File: src/rtl/core/arm32ic_pkg.sv
// Package for the ARM instruction classifier.
// Holds the instruction code enumeration and the decode functions.
// No dependencies.
package arm32ic_pkg;

  localparam int unsigned CodeWidth = 8;

  typedef enum logic [CodeWidth-1:0] {
    C_UNDEFINED = 8'd0,
    C_MRS, C_MSR_REG, C_CLZ, C_BX, C_BLX2, C_QADD, C_QSUB, C_QDADD, C_QDSUB,
    C_BKPT, C_SMLAXY, C_SMLALXY, C_SMLAWY, C_SMULXY, C_SMULWY,
    C_MUL, C_MLA, C_UMULL, C_UMLAL, C_SMULL, C_SMLAL, C_SWP, C_SWPB,
    C_LDRH, C_STRH, C_LDRSB, C_LDRD, C_LDRSH,
    C_PLD, C_BLX1, C_LDC2, C_STC2, C_CDP2, C_MRC2, C_MCR2,
    C_AND, C_EOR, C_SUB, C_RSB, C_ADD, C_ADC, C_SBC, C_RSC,
    C_TST, C_TSTP, C_TEQ, C_TEQP, C_CMP, C_CMPP, C_CMN, C_CMNP,
    C_ORR, C_MOV, C_BIC, C_MVN,
    C_STR, C_LDR, C_STRB, C_LDRB, C_STRT, C_LDRT, C_STRBT, C_LDRBT,
    C_FCMPEZS, C_FCMPES, C_FABSS, C_FSITOS, C_FTOSIS, C_FSQRTS, C_FTOUIS,
    C_FADDS, C_FCMPS, C_FUITOS, C_FCMPZS, C_FCPYS, C_FNEGS, C_FDIVS,
    C_FMACS, C_FNMACS, C_FNMSCS, C_FNMULS, C_FMRS, C_FMSTAT, C_FMRX,
    C_FMSCS, C_FMSR, C_FMULS, C_FMXR, C_FSUBS,
    C_FMACD, C_FMDLR, C_FNMACD, C_FDIVD, C_FMULD, C_FMDHR, C_FNMULD,
    C_FMSCD, C_FMRDL, C_FNMSCD, C_FLDD, C_FABSD, C_FSQRTD, C_FCMPED,
    C_FCMPEZD, C_FCVTSD, C_FCVTDS, C_FSITOD, C_FTOUID, C_FTOSID,
    C_FCMPD, C_FCMPZD, C_FCPYD, C_FNEGD, C_FUITOD, C_FADDD, C_FMRDH, C_FSUBD,
    C_STRD, C_MSR_IMM, C_LDM1, C_STM1, C_STM2, C_LDM2, C_LDM3, C_BL, C_B,
    C_MCRR, C_FSTS, C_FSTMS, C_FSTD, C_FSTMX, C_FSTMD, C_STC, C_MRRC,
    C_FLDS, C_FLDMS, C_FLDMX, C_FLDMD, C_LDC, C_SWI, C_MRC, C_MCR, C_CDP
  } code_t;

  localparam logic [3:0] CondAl   = 4'b1110;
  localparam logic [3:0] CondNv   = 4'b1111;
  localparam logic [3:0] CpSingle = 4'b1010;
  localparam logic [3:0] CpDouble = 4'b1011;

  function automatic code_t dec_misc(input logic [31:0] w);
    logic [4:0] sh;
    logic [3:0] fh;
    logic [7:0] hi8;
    code_t r;
    sh  = w[24:20];
    fh  = w[7:4];
    hi8 = w[27:20];
    r   = C_UNDEFINED;
    unique case (fh)
      4'h0: begin
        if (sh == 5'h10 || sh == 5'h14) r = C_MRS;
        else if (sh == 5'h12 || sh == 5'h16) r = C_MSR_REG;
      end
      4'h1: begin
        if (sh == 5'h16) r = C_CLZ;
        else if (sh == 5'h12) r = C_BX;
      end
      4'h3: if (sh == 5'h12) r = C_BLX2;
      4'h5: begin
        if (sh == 5'h10) r = C_QADD;
        else if (sh == 5'h12) r = C_QSUB;
        else if (sh == 5'h14) r = C_QDADD;
        else if (sh == 5'h16) r = C_QDSUB;
      end
      4'h7: if (sh == 5'h12 && w[31:28] == CondAl) r = C_BKPT;
      4'h8, 4'hA, 4'hC, 4'hE: begin
        if (hi8 == 8'h10) r = C_SMLAXY;
        else if (hi8 == 8'h14) r = C_SMLALXY;
        else if (hi8 == 8'h12) r = fh[1] ? C_SMULWY : C_SMLAWY;
        else if (hi8 == 8'h16) r = C_SMULXY;
      end
      default: r = C_UNDEFINED;
    endcase
    return r;
  endfunction

  function automatic code_t dec_mul_xls(input logic [31:0] w);
    code_t r;
    r = C_UNDEFINED;
    unique case (w[7:4])
      4'h9: begin
        unique case (w[24:20])
          5'h00, 5'h01: r = C_MUL;
          5'h02, 5'h03: r = C_MLA;
          5'h08, 5'h09: r = C_UMULL;
          5'h0A, 5'h0B: r = C_UMLAL;
          5'h0C, 5'h0D: r = C_SMULL;
          5'h0E, 5'h0F: r = C_SMLAL;
          5'h10: r = C_SWP;
          5'h14: r = C_SWPB;
          default: r = C_UNDEFINED;
        endcase
      end
      4'hB: r = w[20] ? C_LDRH : C_STRH;
      4'hD: r = w[20] ? C_LDRSB : C_LDRD;
      4'hF: r = w[20] ? C_LDRSH : C_UNDEFINED;
      default: r = C_UNDEFINED;
    endcase
    return r;
  endfunction

  function automatic code_t dec_uncond(input logic [31:0] w);
    code_t r;
    r = C_UNDEFINED;
    if (!w[27]) begin
      if (w[26] && w[24] && w[22] && !w[21] && w[20] && w[15:12] == 4'hF) r = C_PLD;
    end else begin
      unique case (w[26:25])
        2'd1: r = C_BLX1;
        2'd2: r = w[20] ? C_LDC2 : C_STC2;
        2'd3: begin
          if (w[24]) r = C_UNDEFINED;
          else if (!w[4]) r = C_CDP2;
          else r = w[20] ? C_MRC2 : C_MCR2;
        end
        default: r = C_UNDEFINED;
      endcase
    end
    return r;
  endfunction

  function automatic code_t dec_dp(input logic [31:0] w);
    logic [3:0] op;
    code_t r;
    op = w[24:21];
    if (!op[3]) r = code_t'(CodeWidth'(C_AND) + CodeWidth'(op));
    else if (op[3:2] == 2'b11) r = code_t'(CodeWidth'(C_ORR) + CodeWidth'(op[1:0]));
    else if (w[20]) r = code_t'(CodeWidth'(C_TST) + CodeWidth'({op[1:0], 1'b0}));
    else if (w[15:12] == 4'hF) r = code_t'(CodeWidth'(C_TST) + CodeWidth'({op[1:0], 1'b1}));
    else r = C_UNDEFINED;
    return r;
  endfunction

  function automatic code_t dec_ls(input logic [31:0] w);
    logic [1:0] sel;
    sel = {w[22], w[20]};
    if (!w[24] && w[21]) return code_t'(CodeWidth'(C_STRT) + CodeWidth'(sel));
    return code_t'(CodeWidth'(C_STR) + CodeWidth'(sel));
  endfunction

  function automatic code_t dec_vfp_s(input logic [31:0] w);
    logic [3:0] hi, lo, mz;
    logic l0, l4;
    code_t r;
    hi = {w[24], w[23], w[21], w[20]};
    lo = w[7:4];
    mz = w[19:16];
    l0 = (lo & 4'd5) == 4'd0;
    l4 = (lo & 4'd5) == 4'd4;
    r  = C_UNDEFINED;
    if (hi == 4'd0 && l0) r = C_FMACS;
    else if (hi == 4'd0 && l4) r = C_FNMACS;
    else if (hi == 4'd1 && l0) r = C_FMSCS;
    else if (hi == 4'd1 && l4) r = C_FNMSCS;
    else if (hi == 4'd2 && l0) r = C_FMULS;
    else if (hi == 4'd2 && l4) r = C_FNMULS;
    else if (hi == 4'd3 && l0) r = C_FADDS;
    else if (hi == 4'd3 && l4) r = C_FSUBS;
    else if (hi == 4'd4 && l0) r = C_FDIVS;
    else if (hi == 4'd7) begin
      if (lo == 4'hC || lo == 4'hE) begin
        if (lo == 4'hC && mz == 4'd5) r = C_FCMPEZS;
        else begin
          unique case (mz)
            4'h4: r = C_FCMPES;
            4'h0: r = C_FABSS;
            4'h8: r = C_FSITOS;
            4'hD: r = C_FTOSIS;
            4'h1: r = C_FSQRTS;
            4'hC: r = C_FTOUIS;
            default: r = C_UNDEFINED;
          endcase
        end
      end else if (lo == 4'h4 || lo == 4'h6) begin
        unique case (mz)
          4'h4: r = C_FCMPS;
          4'h8: r = C_FUITOS;
          4'h5: r = C_FCMPZS;
          4'hD: r = C_FTOSIS;
          4'h0: r = C_FCPYS;
          4'h1: r = C_FNEGS;
          4'hC: r = C_FTOUIS;
          default: r = C_UNDEFINED;
        endcase
      end
    end
    return r;
  endfunction

  function automatic code_t dec_vfp_d(input logic [31:0] w);
    logic [3:0] left, right, mid;
    logic dcp;
    code_t r;
    left  = w[23:20];
    right = w[7:4];
    mid   = w[19:16];
    dcp   = w[11:8] == CpDouble;
    r     = C_UNDEFINED;
    unique case (left)
      4'h0: begin
        if (right == 4'd0) r = C_FMACD;
        else if (right == 4'd4) r = C_FNMACD;
      end
      4'h8: if (right == 4'd0) r = C_FDIVD;
      4'h2: begin
        if (right == 4'd0) r = C_FMULD;
        else if (right == 4'd4) r = C_FNMULD;
      end
      4'h1: begin
        if (right == 4'd0) r = C_FMSCD;
        else if (right == 4'd4) r = C_FNMSCD;
        else if (dcp) r = C_FLDD;
      end
      4'h9: if (dcp) r = C_FLDD;
      4'hB: begin
        if (right == 4'hC) begin
          unique case (mid)
            4'h0: r = C_FABSD;
            4'h1: r = C_FSQRTD;
            4'h4: r = C_FCMPED;
            4'h5: r = C_FCMPEZD;
            4'h7: begin
              if (dcp) r = C_FCVTSD;
              else if (w[11:8] == CpSingle) r = C_FCVTDS;
            end
            4'h8: r = C_FSITOD;
            4'hC: r = C_FTOUID;
            4'hD: r = C_FTOSID;
            default: r = C_UNDEFINED;
          endcase
        end else if (right == 4'hE && mid == 4'd7) r = C_FCVTDS;
        else if (right == 4'hE && mid == 4'd8) r = C_FSITOD;
        else if (right == 4'h4) begin
          unique case (mid)
            4'h4: r = C_FCMPD;
            4'h5: r = C_FCMPZD;
            4'h0: r = C_FCPYD;
            4'h1: r = C_FNEGD;
            4'hD: r = C_FTOSID;
            4'hC: r = C_FTOUID;
            4'h8: r = C_FUITOD;
            default: r = C_UNDEFINED;
          endcase
        end else if (right == 4'h6 && mid == 4'd8) r = C_FUITOD;
      end
      4'h3: begin
        if (right == 4'd0) r = C_FADDD;
        else if (right == 4'd4) r = C_FSUBD;
      end
      4'hF: begin
        if (right == 4'hC && mid == 4'd7) r = C_FCVTSD;
        else if ((right == 4'hC || right == 4'h4) && mid == 4'hD) r = C_FTOSID;
        else if ((right == 4'hC || right == 4'h4) && mid == 4'hC) r = C_FTOUID;
      end
      default: r = C_UNDEFINED;
    endcase
    return r;
  endfunction

  function automatic code_t dec_cop_ls(input logic [31:0] w);
    logic [4:0] bc;
    logic [3:0] cp;
    code_t r;
    bc = w[24:20];
    cp = w[11:8];
    if (!w[20]) begin
      if (bc == 5'h04) r = C_MCRR;
      else if (cp == CpSingle) r = (w[24] && !w[21]) ? C_FSTS : C_FSTMS;
      else if (cp == CpDouble && !w[22]) begin
        if (w[24] && !w[21]) r = C_FSTD;
        else r = w[0] ? C_FSTMX : C_FSTMD;
      end else r = C_STC;
    end else begin
      if (bc == 5'h05) r = C_MRRC;
      else if ((bc & 5'h13) == 5'h11 && cp == CpSingle) r = C_FLDS;
      else if (cp == CpSingle) r = C_FLDMS;
      else if (cp == CpDouble && !w[22]) r = w[0] ? C_FLDMX : C_FLDMD;
      else r = C_LDC;
    end
    return r;
  endfunction

  function automatic code_t classify(input logic [31:0] w);
    logic  nv;
    code_t u;
    code_t r;
    nv = w[31:28] == CondNv;
    u  = dec_uncond(w);
    r  = C_UNDEFINED;
    if (nv && u != C_UNDEFINED) return u;
    unique case (w[27:25])
      3'd0: begin
        if (w[4] && w[7]) begin
          if (!w[20] && w[7:4] == 4'hF) r = C_STRD;
          else r = dec_mul_xls(w);
        end else if (w[24] && !w[23] && !w[20]) r = dec_misc(w);
        else r = dec_dp(w);
      end
      3'd1: begin
        if ({w[24], w[23], w[21], w[20]} == 4'h8) r = C_UNDEFINED;
        else if ({w[24], w[23], w[21], w[20]} == 4'hA) r = C_MSR_IMM;
        else r = dec_dp(w);
      end
      3'd2: r = dec_ls(w);
      3'd3: r = w[4] ? C_UNDEFINED : dec_ls(w);
      3'd4: begin
        if (nv) r = C_UNDEFINED;
        else if (!w[22]) r = w[20] ? C_LDM1 : C_STM1;
        else if (!w[21] && !w[20]) r = C_STM2;
        else if (!w[21] && w[20] && !w[15]) r = C_LDM2;
        else if (w[20] && w[15]) r = C_LDM3;
      end
      3'd5: r = w[24] ? C_BL : C_B;
      3'd6: r = dec_cop_ls(w);
      default: begin
        if (w[24]) r = nv ? C_UNDEFINED : C_SWI;
        else if (w[4]) r = w[20] ? C_MRC : C_MCR;
        else if (w[11:8] == CpSingle) r = dec_vfp_s(w);
        else if (w[11:8] == CpDouble) r = dec_vfp_d(w);
        else r = C_CDP;
      end
    endcase
    return r;
  endfunction

endpackage

File: src/rtl/core/arm32_instruction_classifier.sv
// The result is registered and becomes valid in the cycle after the input transfer.
// Throughput: one instruction per cycle unless a full output is stalled; decode sits between input and result register.
// Output register accepts a new item whenever it is empty or being drained.
// Reset: synchronous active-high rst clears the output valid; instr_code is not reset.
// Top level of the ARM instruction classifier.
// Depends on arm32ic_pkg.
module arm32_instruction_classifier (
  input  logic        clk,
  input  logic        rst,
  input  logic        in_valid,
  output logic        in_stall,
  input  logic [31:0] instr_word,
  output logic        out_valid,
  input  logic        out_stall,
  output logic [7:0]  instr_code
);

  logic load;

  assign in_stall = out_valid && out_stall;
  assign load     = in_valid && !in_stall;

  always_ff @(posedge clk) begin
    if (rst) begin
      out_valid <= 1'b0;
    end else if (!in_stall) begin
      out_valid <= in_valid;
    end
  end

  always_ff @(posedge clk) begin
    if (load) begin
      instr_code <= 8'(arm32ic_pkg::classify(instr_word));
    end
  end

endmodule

File: config.mk
export PLATFORM = sky130hd
export DESIGN_NAME = arm32_instruction_classifier
export DESIGN_NICKNAME = d
export VERILOG_FILES = /design/src/rtl/core/arm32ic_pkg.sv /design/src/rtl/core/arm32_instruction_classifier.sv
export SDC_FILE = /design/constraint.sdc
export NUM_CORES = 1
export LEC_CHECK = 0
export ABC_AREA = 1
export BUFFER_PORTS_ARGS = -buffer_cell sky130_fd_sc_hd__buf_2
export CORE_MARGIN = 2
export CORE_UTILIZATION = 55
export CTS_BUF_LIST = sky130_fd_sc_hd__clkbuf_8
export CTS_CLUSTER_SIZE = 14
export DETAILED_ROUTE_END_ITERATION = 10
export GPL_ROUTABILITY_DRIVEN = 0
export PLACE_DENSITY = 0.79
export SLEW_MARGIN = 5
export SYNTH_ARGS = -nofsm -noshare
export SYNTH_HDL_FRONTEND = slang
export SYNTH_SLANG_ARGS = --single-unit
File: constraint.sdc
create_clock -name clk -period 2.2 [get_ports clk]
set_input_delay 0.44 -clock clk [delete_from_list [all_inputs] [get_ports clk]]
set_output_delay 0.44 -clock clk [all_outputs]
set_load 0.005 [all_outputs]
==> flow_metrics.py <==
metrics = {
    "run_status": {
        "status": "complete, no violations",
    },
    "setup_path": {
        "startpoint": "instr_word[24]",
        "cp-endpoint": "instr_code[1]$_DFFE_PP_",
        "timing.rr.start": "out_valid$_SDFFE_PP0N_",
        "cp-start-kind": "input port",
        "worstSetupPathType": "input port to register",
        "rr_worst_depth": 3,
        "path_max_fanout": 7,
        "end_kind": "register",
        "arrival_ns": 2.03,
        "reg2reg_slack_ns": 0.89,
        "required_ns": 2.26,
        "reg2reg_to": "instr_code[5]$_DFFE_PP_",
    },
    "power": {
        "combPwrFrac_pct": 50.7,
        "vdd_drop_max_mv": 0.200,
        "cellLeakagePower_nw": 1.53,
        "seqPwrFrac_pct": 26.1,
        "pwr-share-clk_pct": 23.2,
        "power_switching_mw": 0.338,
        "p_sw_share_pct": 42.0,
        "totalPowerFinal_mw": 0.805,
        "power.density_mw_per_mm2": 281,
        "intPower_mw": 0.466,
    },
    "cells_and_area": {
        "register_area_um2": 260,
        "final_cells": 593,
        "multiInputGateArea_mm2": 0.00190,
        "utilization_pct": 65.8,
        "drive_gt1_share_pct": 19.6,
        "layout.nets": 578,
        "n_fill_cell": 424,
        "fin_area_mm2": 0.00287,
        "antenna_cells": 0,
        "syn_to_final_growth_pct": 15.3,
    },
    "clock_tree": {
        "clock_latency_ns": 0.23,
        "ctsHtreeMaxLevel": 1,
        "root_buffer": "clkbuf_8",
        "cts_tree": "done",
        "cts_setup_buffers": 0,
        "cts_resized": 0,
        "cts_buffer_depth": 2,
        "cts_hold_buf": 0,
        "cts_buffers": 3,
        "cts.sinks": 9,
        "clkSlewWorstSetupHoldPaths_ns": 0.04,
    },
    "placement": {
        "dp_slack_ns": 0.0677,
        "dp.cells": 589,
        "io_buffer_count": 42,
        "hpwl_mm": 6.65,
        "placed_area_mm2": 0.00282,
    },
    "drt": {
        "routed-wl-met2_mm": 3.58,
        "drt-total-wl_mm": 8.15,
        "wl_met3_um": 963,
        "maxUsedRoutingLayer": "met4",
        "via_count": 3504,
        "met1_length_mm": 3.29,
        "drt-pass1-iter-count": 6,
        "ant_nets": 0,
        "via_per_inst": 5.91,
        "drc": 0,
        "post_drt_wl_per_cell_um": 13.7,
        "drt_iter0_markers": 392,
    },
    "floorplan": {
        "row_count": 24,
        "core_mm2": 0.00435,
        "fp.dieArea_mm2": 0.00507,
        "ios": 46,
        "start_util_pct": 57.1,
        "die_x_um": 71.2,
        "die_h_um": 71.2,
    },
    "timing": {
        "drv_slew": 0,
        "hold_violations": 0,
        "period_share_pct": 89.8,
        "fin_crit_ns": 1.98,
        "max_slew_margin_pct": 57.1,
        "fin_ws_ns": 0.225,
        "tightestPinTransition_ns": 0.640,
        "fin_skew_ns": 0.000215,
        "clock.fmax_mhz": 506,
        "hold_ws_ns": 0.356,
        "tns_ns": 0,
        "setup_viol": 0,
        "rsz0062_at_grt": "false",
    },
    "synthesis": {
        "synth.distinct_cells": 37,
        "synth_cells": 488,
        "syn-num-nets": 524,
        "synth_edf_count": 8,
        "synthTopCellsByArea": "nand2_1 22%, nand3_1 12%, nor2_1 10%",
        "synth_largest_area_cell": "nand2_1",
        "postSynthAreaPerCell_um2": 5.09,
        "synthArstFlopShare_pct": 0,
        "yosysSeqAreaShare_pct": 10.5,
        "synth_seq_cells": 9,
        "synth_area_mm2": 0.00248,
        "synthFlopType": "edfxtp_1",
        "ys.warnings.count": 0,
        "yosys.area.top_type_share_pct": 22.1,
    },
    "global_route": {
        "grt_first_pass_wirelength_mm": 13.3,
        "grt_pass1_vias": 3050,
        "track_usage_pct": 31.6,
        "overflow": 0,
        "antenna_found_initial": 0,
        "grt_max_degree": 13,
    },
    "hold_path": {
        "hp-class": "input port to register",
    },
    "flow_run": {
        "maxCapViolCount": 0,
    },
}
layout make-up:
cell class,count,area share (%)
clock buffers,3,1.44
inverters,68,9.08
repair buffers,59,11.8
well taps,52,2.27
flip-flops and latches,9,9.08
clock inverters,1,0.131
multi-input cells,401,66.2
worst max-delay path, cell delays in order:
cell and delay, ns:
buf_2 0.21, inv_4 0.09, nor2_2 0.25, nand2_1 0.19
nor2_1 0.16, nand3_1 0.12, nand4_1 0.09, nand3b_1 0.11
nand2_1 0.07, nand2_1 0.07, nor2_1 0.04, a21oi_1 0.18
state kept, by name (all words and copies together), names as in the netlist:
name        cells
out_valid       1
instr_code      8
worst min path at each step:
| stage | startpoint | end | slack (ns) | cells past startpoint |
|---|---|---|---|---|
| after global routing | rst | out_valid$_SDFFE_PP0N_ | 0.35 | 2 |
| after detailed placement | out_valid$_SDFFE_PP0N_ | out_valid$_SDFFE_PP0N_ | 0.48 | 2 |
| final | rst | out_valid$_SDFFE_PP0N_ | 0.36 | 2 |
| after CTS | rst | out_valid$_SDFFE_PP0N_ | 0.35 | 2 |
| after global placement | out_valid$_SDFFE_PP0N_ | out_valid$_SDFFE_PP0N_ | 0.46 | 2 |
| after floorplan | out_valid$_SDFFE_PP0N_ | out_valid$_SDFFE_PP0N_ | 0.46 | 2 |
metal layers:
layer | vias to the layer above | track usage, %
met5 | - | 0
met4 | 0 | 10.5
met3 | 38 | 3.52
met2 | 252 | 52.6
met1 | 1494 | 42.9
li1 | 1720 | -
layout by cell type (no fill, tap or decap), drive strengths merged, types with 3 or more instances in the layout:
master and n:
nor3 14, nand3 59, o211ai 10, inv 69, a211oi 3, o22ai 3
edfxtp 8, o21ai 29, nand4 11, clkbuf 3, nor2 81, nand2 154
a31oi 3, buf 59, a21oi 25
power groups by stage:
stage	Combinational (mW)	Clock, mW	Sequential, mW
2_1_floorplan	0.254	0	0.216
3_3_place_gp	0.388	0	0.213
3_5_place_dp	0.395	0	0.213
4_1_cts	0.396	0.187	0.211
5_1_grt	0.448	0.198	0.212
6_report	0.408	0.186	0.210
synth_stat cells, drive strengths merged, types with 3 or more instances:
| master | n |
|---|---|
| o211ai | 10 |
| buf | 9 |
| a31oi | 3 |
| nand4 | 11 |
| o22ai | 3 |
| a21oi | 25 |
| nor2 | 81 |
| nand2 | 154 |
| nand3 | 59 |
| nor3 | 14 |
| o21ai | 29 |
| inv | 68 |
| a211oi | 3 |
| edfxtp | 8 |
logic make-up after synthesis:
family,share of synthesized area [%]
buffers and inverters,13.2
flip-flops,10.5
AND/OR/NAND/NOR,58.5
AO/OA/AOI/OAI,17.9
Note: power is estimated with default switching activity, not from simulation.
